`src/design/ltc_pkg.sv`:
```
// Shared types and constants for the text line/column tracker.
// No dependencies; used by ltc_step and text_line_column_tracker.
package ltc_pkg;

  // Counter width for line, column and byte offset
  localparam int CNT_W = 31;
  localparam int OFS_W = 32;
  localparam logic [CNT_W-1:0] CNT_MAX = {CNT_W{1'b1}};

  // Byte codes with special meaning
  localparam logic [7:0] CH_TAB = 8'h09;
  localparam logic [7:0] CH_LF  = 8'h0A;
  localparam logic [7:0] CH_CR  = 8'h0D;

  // Request kinds
  localparam logic REQ_BYTE = 1'b0;
  localparam logic REQ_END  = 1'b1;

  // Configuration register indexes
  localparam logic CFG_START_OFFSET = 1'b0;
  localparam logic CFG_END_OFFSET   = 1'b1;

  // Scan state carried from one request to the next
  typedef struct packed {
    logic [CNT_W-1:0] line;
    logic [CNT_W-1:0] column;
    logic [CNT_W-1:0] pos;
    logic             pending_cr;
    logic             have_start;
    logic             scan_done;
    logic [CNT_W-1:0] held_line;
    logic [CNT_W-1:0] held_column;
    logic [CNT_W-1:0] held_pos;
  } scan_state_t;

  // One result: start point and end point
  typedef struct packed {
    logic [CNT_W-1:0] start_line;
    logic [CNT_W-1:0] start_column;
    logic [CNT_W-1:0] start_pos;
    logic [CNT_W-1:0] end_line;
    logic [CNT_W-1:0] end_column;
    logic [CNT_W-1:0] end_pos;
  } result_t;

  localparam scan_state_t SCAN_INIT = '{
    line:        CNT_W'(1),
    column:      CNT_W'(1),
    pos:         '0,
    pending_cr:  1'b0,
    have_start:  1'b0,
    scan_done:   1'b0,
    held_line:   CNT_W'(1),
    held_column: CNT_W'(1),
    held_pos:    '0
  };

  // Saturating add of a small step
  function automatic logic [CNT_W-1:0] sat_add(input logic [CNT_W-1:0] v,
                                                input logic [4:0] d);
    logic [CNT_W:0] sum;
    sum = {1'b0, v} + (CNT_W+1)'(d);
    return sum[CNT_W] ? CNT_MAX : sum[CNT_W-1:0];
  endfunction

endpackage

```
`src/design/text_line_column_tracker.sv`:
```
// Top level of the text line/column tracker: input stage, scan state,
// result register and configuration registers. Depends on ltc_pkg, ltc_step.
//
//  channel  direction  handshake              payload
//  in       sink       in_valid / in_ready    req_type, src_byte
//  out      source     out_valid / out_ready  start_*/end_* line, column, pos
//  cfg      sink       cfg_valid / cfg_ready  cfg_index, cfg_data
//
// One request per cycle while in_ready is high; a request that yields a result passes
// through the input register, then the scan update loads the result register.
// The scan update holds while a result is waiting and out_ready is low,
// which in turn holds in_ready low once the input register is full.
// Reset restarts the scan and clears both offsets; cfg_ready is always high.
module text_line_column_tracker #(
  parameter int TAB_SIZE = 4
) (
  input  logic                          clk,
  input  logic                          rst,
  input  logic                          in_valid,
  output logic                          in_ready,
  input  logic                          req_type,
  input  logic [7:0]                    src_byte,
  output logic                          out_valid,
  input  logic                          out_ready,
  output logic [ltc_pkg::CNT_W-1:0]     start_line,
  output logic [ltc_pkg::CNT_W-1:0]     start_column,
  output logic [ltc_pkg::CNT_W-1:0]     start_pos,
  output logic [ltc_pkg::CNT_W-1:0]     end_line,
  output logic [ltc_pkg::CNT_W-1:0]     end_column,
  output logic [ltc_pkg::CNT_W-1:0]     end_pos,
  input  logic                          cfg_valid,
  output logic                          cfg_ready,
  input  logic                          cfg_index,
  input  logic [ltc_pkg::OFS_W-1:0]     cfg_data
);
  import ltc_pkg::*;

  localparam int PW = (TAB_SIZE > 1) ? $clog2(TAB_SIZE) : 1;
  localparam logic [PW-1:0] PHASE_INIT = (TAB_SIZE > 1) ? PW'(1) : '0;

  logic              s1_valid;
  logic              s1_req_type;
  logic [7:0]        s1_byte;
  logic              advance;
  scan_state_t       state;
  scan_state_t       state_next;
  logic [PW-1:0]     phase;
  logic [PW-1:0]     phase_next;
  logic              emit;
  result_t           result;
  logic [OFS_W-1:0]  start_offset;
  logic [OFS_W-1:0]  end_offset;

  assign advance   = s1_valid && (!out_valid || out_ready);
  assign in_ready  = !s1_valid || advance;
  assign cfg_ready = 1'b1;

  // Input register
  always_ff @(posedge clk) begin
    if (rst) begin
      s1_valid <= 1'b0;
    end else if (in_ready) begin
      s1_valid <= in_valid;
    end
    if (in_valid && in_ready) begin
      s1_req_type <= req_type;
      s1_byte     <= src_byte;
    end
  end

  // Configuration registers
  always_ff @(posedge clk) begin
    if (rst) begin
      start_offset <= '0;
      end_offset   <= '0;
    end else if (cfg_valid && cfg_ready) begin
      unique case (cfg_index)
        CFG_START_OFFSET: start_offset <= cfg_data;
        CFG_END_OFFSET:   end_offset   <= cfg_data;
        default:          ;
      endcase
    end
  end

  // Scan update
  ltc_step #(.TAB_SIZE(TAB_SIZE)) u_step (
    .state        (state),
    .phase        (phase),
    .req_type     (s1_req_type),
    .src_byte     (s1_byte),
    .start_offset (start_offset),
    .end_offset   (end_offset),
    .state_next   (state_next),
    .phase_next   (phase_next),
    .emit         (emit),
    .result       (result)
  );

  always_ff @(posedge clk) begin
    if (rst) begin
      state <= SCAN_INIT;
      phase <= PHASE_INIT;
    end else if (advance) begin
      state <= state_next;
      phase <= phase_next;
    end
  end

  // Result register
  always_ff @(posedge clk) begin
    if (rst) begin
      out_valid <= 1'b0;
    end else if (advance && emit) begin
      out_valid <= 1'b1;
    end else if (out_ready) begin
      out_valid <= 1'b0;
    end
    if (advance && emit) begin
      start_line   <= result.start_line;
      start_column <= result.start_column;
      start_pos    <= result.start_pos;
      end_line     <= result.end_line;
      end_column   <= result.end_column;
      end_pos      <= result.end_pos;
    end
  end

  // Checks
  a_done_no_cr: assert property (@(posedge clk) disable iff (rst)
    state.scan_done |-> !state.pending_cr)
    else $error("scan stopped with a CR still pending");

  a_start_behind: assert property (@(posedge clk) disable iff (rst)
    state.have_start |-> (state.held_pos <= state.pos))
    else $error("captured start lies past current offset");

  a_end_restarts: assert property (@(posedge clk) disable iff (rst)
    (advance && s1_req_type == REQ_END) |=>
      (state.line == CNT_W'(1) && state.pos == '0 && !state.scan_done &&
       !state.have_start))
    else $error("end of source did not restart the scan");

  a_nonzero: assert property (@(posedge clk) disable iff (rst)
    (state.line != '0) && (state.column != '0))
    else $error("line or column reached zero");

endmodule

```
`src/design/ltc_step.sv`:
```
// Next-state and result logic for one request of the line/column tracker.
// Depends on ltc_pkg (state and result types, byte codes, saturating add).
module ltc_step #(
  parameter int TAB_SIZE = 4,
  localparam int PW = (TAB_SIZE > 1) ? $clog2(TAB_SIZE) : 1
) (
  input  ltc_pkg::scan_state_t           state,
  input  logic [PW-1:0]                  phase,
  input  logic                           req_type,
  input  logic [7:0]                     src_byte,
  input  logic [ltc_pkg::OFS_W-1:0]      start_offset,
  input  logic [ltc_pkg::OFS_W-1:0]      end_offset,
  output ltc_pkg::scan_state_t           state_next,
  output logic [PW-1:0]                  phase_next,
  output logic                           emit,
  output ltc_pkg::result_t               result
);
  import ltc_pkg::*;

  // Column phase (column mod TAB_SIZE) of column 1
  localparam logic [PW-1:0] PHASE_INIT = (TAB_SIZE > 1) ? PW'(1) : '0;
  localparam logic [PW-1:0] PHASE_LAST = PW'(TAB_SIZE - 1);
  localparam logic [4:0]    TAB_PLUS1  = 5'(TAB_SIZE + 1);

  scan_state_t     res_st;    // after resolving a held CR and capturing start
  logic [PW-1:0]   res_phase;
  logic            is_end;
  logic            is_lf;
  logic            at_end_ofs;
  logic [4:0]      tab_step;

  always_comb begin
    is_end = (req_type == REQ_END);
    is_lf  = !is_end && (src_byte == CH_LF);

    // A held CR ends a line unless this byte is its LF
    res_st    = state;
    res_phase = phase;
    if (state.pending_cr) begin
      if (!is_lf) begin
        res_st.line   = sat_add(state.line, 5'd1);
        res_st.column = CNT_W'(1);
        res_phase     = PHASE_INIT;
      end
      res_st.pending_cr = 1'b0;
    end

    // Capture start point
    if (!state.have_start && ({1'b0, res_st.pos} == start_offset)) begin
      res_st.held_line   = res_st.line;
      res_st.held_column = res_st.column;
      res_st.held_pos    = res_st.pos;
      res_st.have_start  = 1'b1;
    end

    // Result fields
    if (res_st.have_start) begin
      result.start_line   = res_st.held_line;
      result.start_column = res_st.held_column;
      result.start_pos    = res_st.held_pos;
    end else begin
      result.start_line   = res_st.line;
      result.start_column = res_st.column;
      result.start_pos    = res_st.pos;
    end
    result.end_line   = res_st.line;
    result.end_column = res_st.column;
    result.end_pos    = res_st.pos;

    at_end_ofs = ({1'b0, res_st.pos} == end_offset);
    tab_step   = (res_phase == '0) ? 5'd1 : (TAB_PLUS1 - 5'(res_phase));

    emit       = 1'b0;
    state_next = state;
    phase_next = phase;
    if (is_end) begin
      // End of source: report unless stopped, then restart
      emit       = !state.scan_done;
      state_next = SCAN_INIT;
      phase_next = PHASE_INIT;
    end else if (state.scan_done) begin
      emit = 1'b0;
    end else if (at_end_ofs) begin
      emit                 = 1'b1;
      state_next           = res_st;
      state_next.scan_done = 1'b1;
      phase_next           = res_phase;
    end else begin
      state_next     = res_st;
      phase_next     = res_phase;
      state_next.pos = sat_add(res_st.pos, 5'd1);
      priority if (src_byte == CH_CR) begin
        state_next.pending_cr = 1'b1;
      end else if (src_byte == CH_LF) begin
        state_next.line   = sat_add(res_st.line, 5'd1);
        state_next.column = CNT_W'(1);
        phase_next        = PHASE_INIT;
      end else if (src_byte == CH_TAB) begin
        // Next tab stop always lands on the phase of column 1
        state_next.column = sat_add(res_st.column, tab_step);
        phase_next        = PHASE_INIT;
      end else begin
        state_next.column = sat_add(res_st.column, 5'd1);
        phase_next        = (res_phase == PHASE_LAST) ? '0 : res_phase + PW'(1);
      end
    end
  end

endmodule
```
`config.mk`:
```
export PLATFORM = sky130hd
export DESIGN_NAME = text_line_column_tracker
export DESIGN_NICKNAME = d
export VERILOG_FILES = /design/src/design/ltc_pkg.sv /design/src/design/text_line_column_tracker.sv /design/src/design/ltc_step.sv
export SDC_FILE = /design/constraint.sdc
export NUM_CORES = 1
export LEC_CHECK = 0
export BUFFER_PORTS_ARGS = -buffer_cell sky130_fd_sc_hd__buf_2
export CAP_MARGIN = 10
export CORE_MARGIN = 3
export CORE_UTILIZATION = 45
export DETAILED_ROUTE_END_ITERATION = 6
export PLACE_DENSITY_LB_ADDON = 0.1
export SETUP_SLACK_MARGIN = 0.2
export SLEW_MARGIN = 20
export SYNTH_ARGS = -nofsm -noshare
export SYNTH_HDL_FRONTEND = slang
export SYNTH_SLANG_ARGS = --single-unit
```
`constraint.sdc`:
```
create_clock -name clk -period 8.2 [get_ports clk]
set_input_delay 0.41 -clock clk [delete_from_list [all_inputs] [get_ports clk]]
set_output_delay 0.41 -clock clk [all_outputs]
set_load 0.005 [all_outputs]
```
# Word-level counts from Yosys, hierarchy flattened
# Cells that the tools add are included.
[op_classes]
add_sub_neg = 7
eq_ne = 8
muxes = 33
bitwise = 1
n_reduce_logical = 18
[op_table]
columns = ["cell", "n"]
rows = [
  ["two-way mux 189 bit", 3],
  ["two-way mux 31 bit", 8],
  ["two-way mux 62 bit", 3],
  ["two-way mux 93 bit", 2],
  ["adder 31 x 1 -> 32 bit (second input constant)", 4],
  ["== test 31 x 32 -> 1 bit", 2],
  ["adder 31 x 5 -> 32 bit", 1],
  ["== test 8 x 4 -> 1 bit (second input constant)", 3],
  ["two-way mux 2 bit", 9],
  ["two-way mux 1 bit", 7],
  ["AND reduction 2 bit", 3],
  ["logical AND 1 bit", 5],
  ["logical NOT 1 bit", 5],
  ["two-way mux 5 bit", 1],
  ["inequality test 2 bit (second input constant)", 2],
  ["subtractor 3 x 2 -> 4 bit (first input constant)", 1],
  ["AND reduction 3 bit", 1],
  ["adder 2 x 1 -> 2 bit (second input constant)", 1],
  ["== test 2 bit (second input constant)", 1],
  ["logical NOT 2 bit", 1],
  ["logical OR 1 bit", 2],
  ["nonzero test 2 bit", 1],
  ["inverter 1 bit", 1],
]
[totals]
reg_bits = 452
in_bits = 47
output_inout_bits = 189
word_cells = 89

# Depth between registers and ports, before layout
[depth]
depth_word = 14
mapped_depth = 22
depth_no_buf = 17

# By module
# From an unflattened synthesis, not the netlist that was laid out.
[unflattened]
hier_cells = 2794
area_unflattened_um2 = 25941.1
[modules_own_cells]
columns = ["mod", "n_inst", "cells_per_inst", "area_per_inst_um2"]
rows = [
  ["text_line_column_tracker", 1, 1319, 16864.9],
  ["ltc_step", 1, 1475, 9076.2],
]

# Least setup slack after synthesis
# Ideal clock, no wire load.
[synth_path]
path_type = "reg2reg"
startpoint = "register state[112] (netlist name)"
endpoint = "register end_column[0] (netlist name), enable pin"
setup_time_ns = 0.537
t_arrival_ns = 5.399
required_time_ns = 7.663
slack_ns = 2.264
path_stages_with_launch = 9
synth_period_minus_slack_ns = 5.936
cell_sequence = "dfxtp_1 > clkbuf_1 > xor2_1 > nor4_1 > nand4_1 > nor2_1 > clkbuf_1 > o21ai_0 > inv_1"
[synth_via]
elab_chain_cells = 5
[synth_lines]
columns = ["item", "line", "source"]
rows = [
  ["== test 31 x 32 -> 1 bit", "ltc_step.sv:70", "at_end_ofs = ({1'b0, res_st.pos} == end_offset);"],
  ["two-way mux 1 bit", "ltc_step.sv:83", "end else if (at_end_ofs) begin"],
  ["two-way mux 1 bit", "ltc_step.sv:81", "end else if (state.scan_done) begin"],
  ["two-way mux 1 bit", "ltc_step.sv:76", "if (is_end) begin"],
  ["logical AND 1 bit", "text_line_column_tracker.sv:118", "if (advance && emit) begin"],
  ["end signal, assigned", "text_line_column_tracker.sv:123", "end_column <= result.end_column;"],
  ["end, declared", "text_line_column_tracker.sv:29", "output logic [ltc_pkg::CNT_W-1:0] end_column,"],
]
# No other way between the ends.
# A chain may end at the register's enable or synchronous reset.

==> impl_metrics.yaml <==
yosys:
  synthSimpleGateAreaFrac_pct: 19.1
  synth-seq-cells: 452
  yosys-mux-area-fraction_pct: 4.05
  synth_compound_area_share_pct: 15.1
  synth_edf_count: 195
  synth_top_family_by_area: "simple AND/OR/NAND/NOR gates"
  seq_area_frac_synth_pct: 52.9
  synth_xor_area_share_pct: 4.29
  synthArstFlopShare_pct: 0
  synth_cell_type_count: 90
  ys.flop_type: "dfxtp_1"
  synthAdderAreaFrac_pct: 0.637
  ys_warn_count: 0
  synth_nets: 2231
  synth_area_um2: 20800
  avgSynthCellArea_um2: 9.57
  syn_inst: 2174
sta:
  finalCriticalPeriod_ns: 4.94
  fin_crit_sh_pct: 60.2
  worst_hold_slack_ns: 0.0608
  rsz0062_at_grt: "false"
  finalHoldViolations: 0
  tightest_slew_ns: 1.17
  setup_tns_ns: 0
  skew_ns: 0.0221
  maxSlewViolCount: 0
  maxSlewHeadroom_pct: 21.5
  finalSetupViolations: 0
  timing.fmax_mhz: 202
global_routing:
  overflow: 0
  met3_usage_pct: 3.56
  met1_usage_pct: 33.6
  antenna_found_initial: 2
  globalRouteMet2Util_pct: 40.2
  grt_max_degree: 115
  grt_pass1_wl_um: 96200
  grt_most_used_layer: "met2"
  grt_usage_pct: 24.5
  grt_pass1_vias: 16600
layout:
  area_delta_synth_final_pct: 15.6
  layout_common_cells: "319 x nand2_1, 256 x dfxtp_1, 233 x buf_2"
  fin_nets: 2392
  finalInstanceArea_um2: 24000
  final_common_cell: "nand2_1"
  drive_gt1_share_pct: 18.4
pwr:
  power.share.combinational_pct: 5.2
  p_seq_share_pct: 49.6
  intPower_uw: 3770
  peakVddDrop_uv: 133
  switching_share_pct: 23.0
  switching_power_uw: 1130
  leakagePower_uw: 0.00873
  clkPwrFrac_pct: 45.2
  total_power_uw: 4900
  power_density_nw_per_um2: 204
cts:
  clock-sinks: 452
  cts-buffers-inserted: 49
  clockBufferDepth: 3
  cts_tree: "built"
  clkLatencyLatePin_ns: 0.59
  post_cts_resized: 0
  cts.clk_slew.worst_paths_ns: 0.06
  htree_levels: 2
  cts-root-buf: "clkbuf_16"
floorplan:
  coreArea_um2: 45500
  die_area_um2: 48800
  io_pins: 236
  row_count: 78
  fp.dieW_um: 221
  die_h_um: 221
  initial_utilization_pct: 45.7
placement:
  portBuffers: 234
  routabilityCongestion: 0.915
  place_area_um2: 22400
  hpwl_um: 41800
routing:
  viasPerCell: 5.84
  wire_per_inst_um: 20.8
  drt_first_pass_iters: 5
  drcViolationCount: 0
  via_count: 17400
  drt_iter0_drc: 1394
  wirelength_um: 62100
  ant_nets: 0
worst_setup_path:
  cp.arrival_ns: 5.44
  worstSetupPathType: "register to register"
  critical_path_required_ns: 8.70
  worstPathMaxFanout: 22
  rr_endpoint: "state[186]"
  reg2reg_depth: 9
  rrSetupSlack_ns: 3.26
  endpoint_kind: "register"
  start_kind: "register"
  rr_startpoint: "state[176]"
status:
  status: "finished clean"
hold_path:
  min_to: "s1_byte[5]"
  worstHoldStart: "src_byte[5]"
  min_path_cells: 1
  hold_path.class: "input port to register"
job:
  drv_cap: 0
## worst max path at each step
| stage | from | end | slack, ns | cells after the start |
|---|---|---|---|---|
| 2_1_floorplan | state[112] | end_column[0] | 2.26 | 8 |
| 3_3_place_gp | s1_byte[2] | state[186] | 3.47 | 10 |
| 3_5_place_dp | s1_byte[2] | state[186] | 3.36 | 10 |
| 4_1_cts | s1_byte[2] | state[186] | 3.34 | 10 |
| 5_1_grt | state[160] | state[186] | 2.99 | 9 |
| 6_report | state[176] | state[186] | 3.26 | 9 |
## metrics by stage
step	cells	setup slack, ns	util [%]
3_3_place_gp	2881	3.47	49.2
2_1_floorplan	2174	2.26	-
5_1_grt	2976	2.99	52.9
3_5_place_dp	2881	3.36	49.2
6_report	2977	3.26	52.9
4_1_cts	2976	3.34	52.9
## Yosys cell counts (22+ instances only)
cell / count / area share [%]
inv_1: 48 / 0.87
o21ai_0: 117 / 2.8
xnor2_1: 53 / 2.2
edfxtp_1: 195 / 28
nor3_1: 52 / 1.3
nand4_1: 46 / 1.4
nor4_1: 38 / 1.1
and3_1: 23 / 0.69
a22oi_1: 99 / 3.6
a31oi_1: 22 / 0.66
nand2_1: 319 / 5.8
xor2_1: 49 / 2.1
mux2_2: 65 / 3.5
clkbuf_1: 131 / 2.4
nand3_1: 64 / 1.5
a21oi_1: 126 / 3.0
nor2_1: 197 / 3.6
dfxtp_1: 257 / 25
## routing by layer
metal | routed length [um] | share of wire (%) | vias to the layer above
met2 | 29500 | 48 | 647
met3 | 3890 | 6.3 | 106
li1 | - | - | 8192
met4 | 1690 | 2.7 | 4
met1 | 27000 | 43 | 8424
met5 | 21 | 0.034 | -
## timing repair
item / CTS / global route
hold buffers: 3 / 0
hold endpoints to repair: 3 / 0
buffers inserted: 0 / 0
setup endpoints to repair: 0 / 0
## registers in the layout, indices dropped and copies added, names as in the netlist
signal	cells
phase	2
out_valid	1
end_offset	32
end_column	31
end_pos	31
start_pos	31
end_line	31
start_column	31
state	189
s1_valid	1
start_line	31
start_offset	32
s1_req_type	1
s1_byte	8
## final cells by class
cell class              instances  area [um^2]
repair buffers                265         1420
flip-flops and latches        452        11000
clock buffers                  67         1400
multi-input cells            1517         9050
clock inverters                25          223
well taps                     600          751
fillers                      4227        21400
diodes                          1         2.50
inverters                      50          195
## cells by family (layout without fill, tap and decap cells)
group / count (synthesis) / after routing
compound gates: 485 / 485
xor+xnor: 102 / 102
fa+ha+maj: 10 / 10
buf+inv: 205 / 407
flops: 452 / 452
mux: 76 / 76
other cells: 1 / 2
simple gates: 843 / 843
## power by group through the flow
stage / logic (uW) / clock network, uW / registers [uW]
3_5_place_dp: 253 / 0 / 2480
3_3_place_gp: 251 / 0 / 2480
2_1_floorplan: 137 / 0 / 2480
4_1_cts: 255 / 2270 / 2430
5_1_grt: 278 / 2350 / 2440
6_report: 254 / 2220 / 2430
## worst max-delay path, cell delays in order, from the launching register on
cell	delay [ns]
dfxtp_1	0.46
nand4_1	0.18
or4_1	0.82
or3_1	0.75
a31oi_2	0.50
nand2_1	0.15
or4b_1	0.65
nor3_4	0.84
nand2_1	0.23
a41oi_1	0.26
No activity file was read; power rests on OpenSTA's default activity.
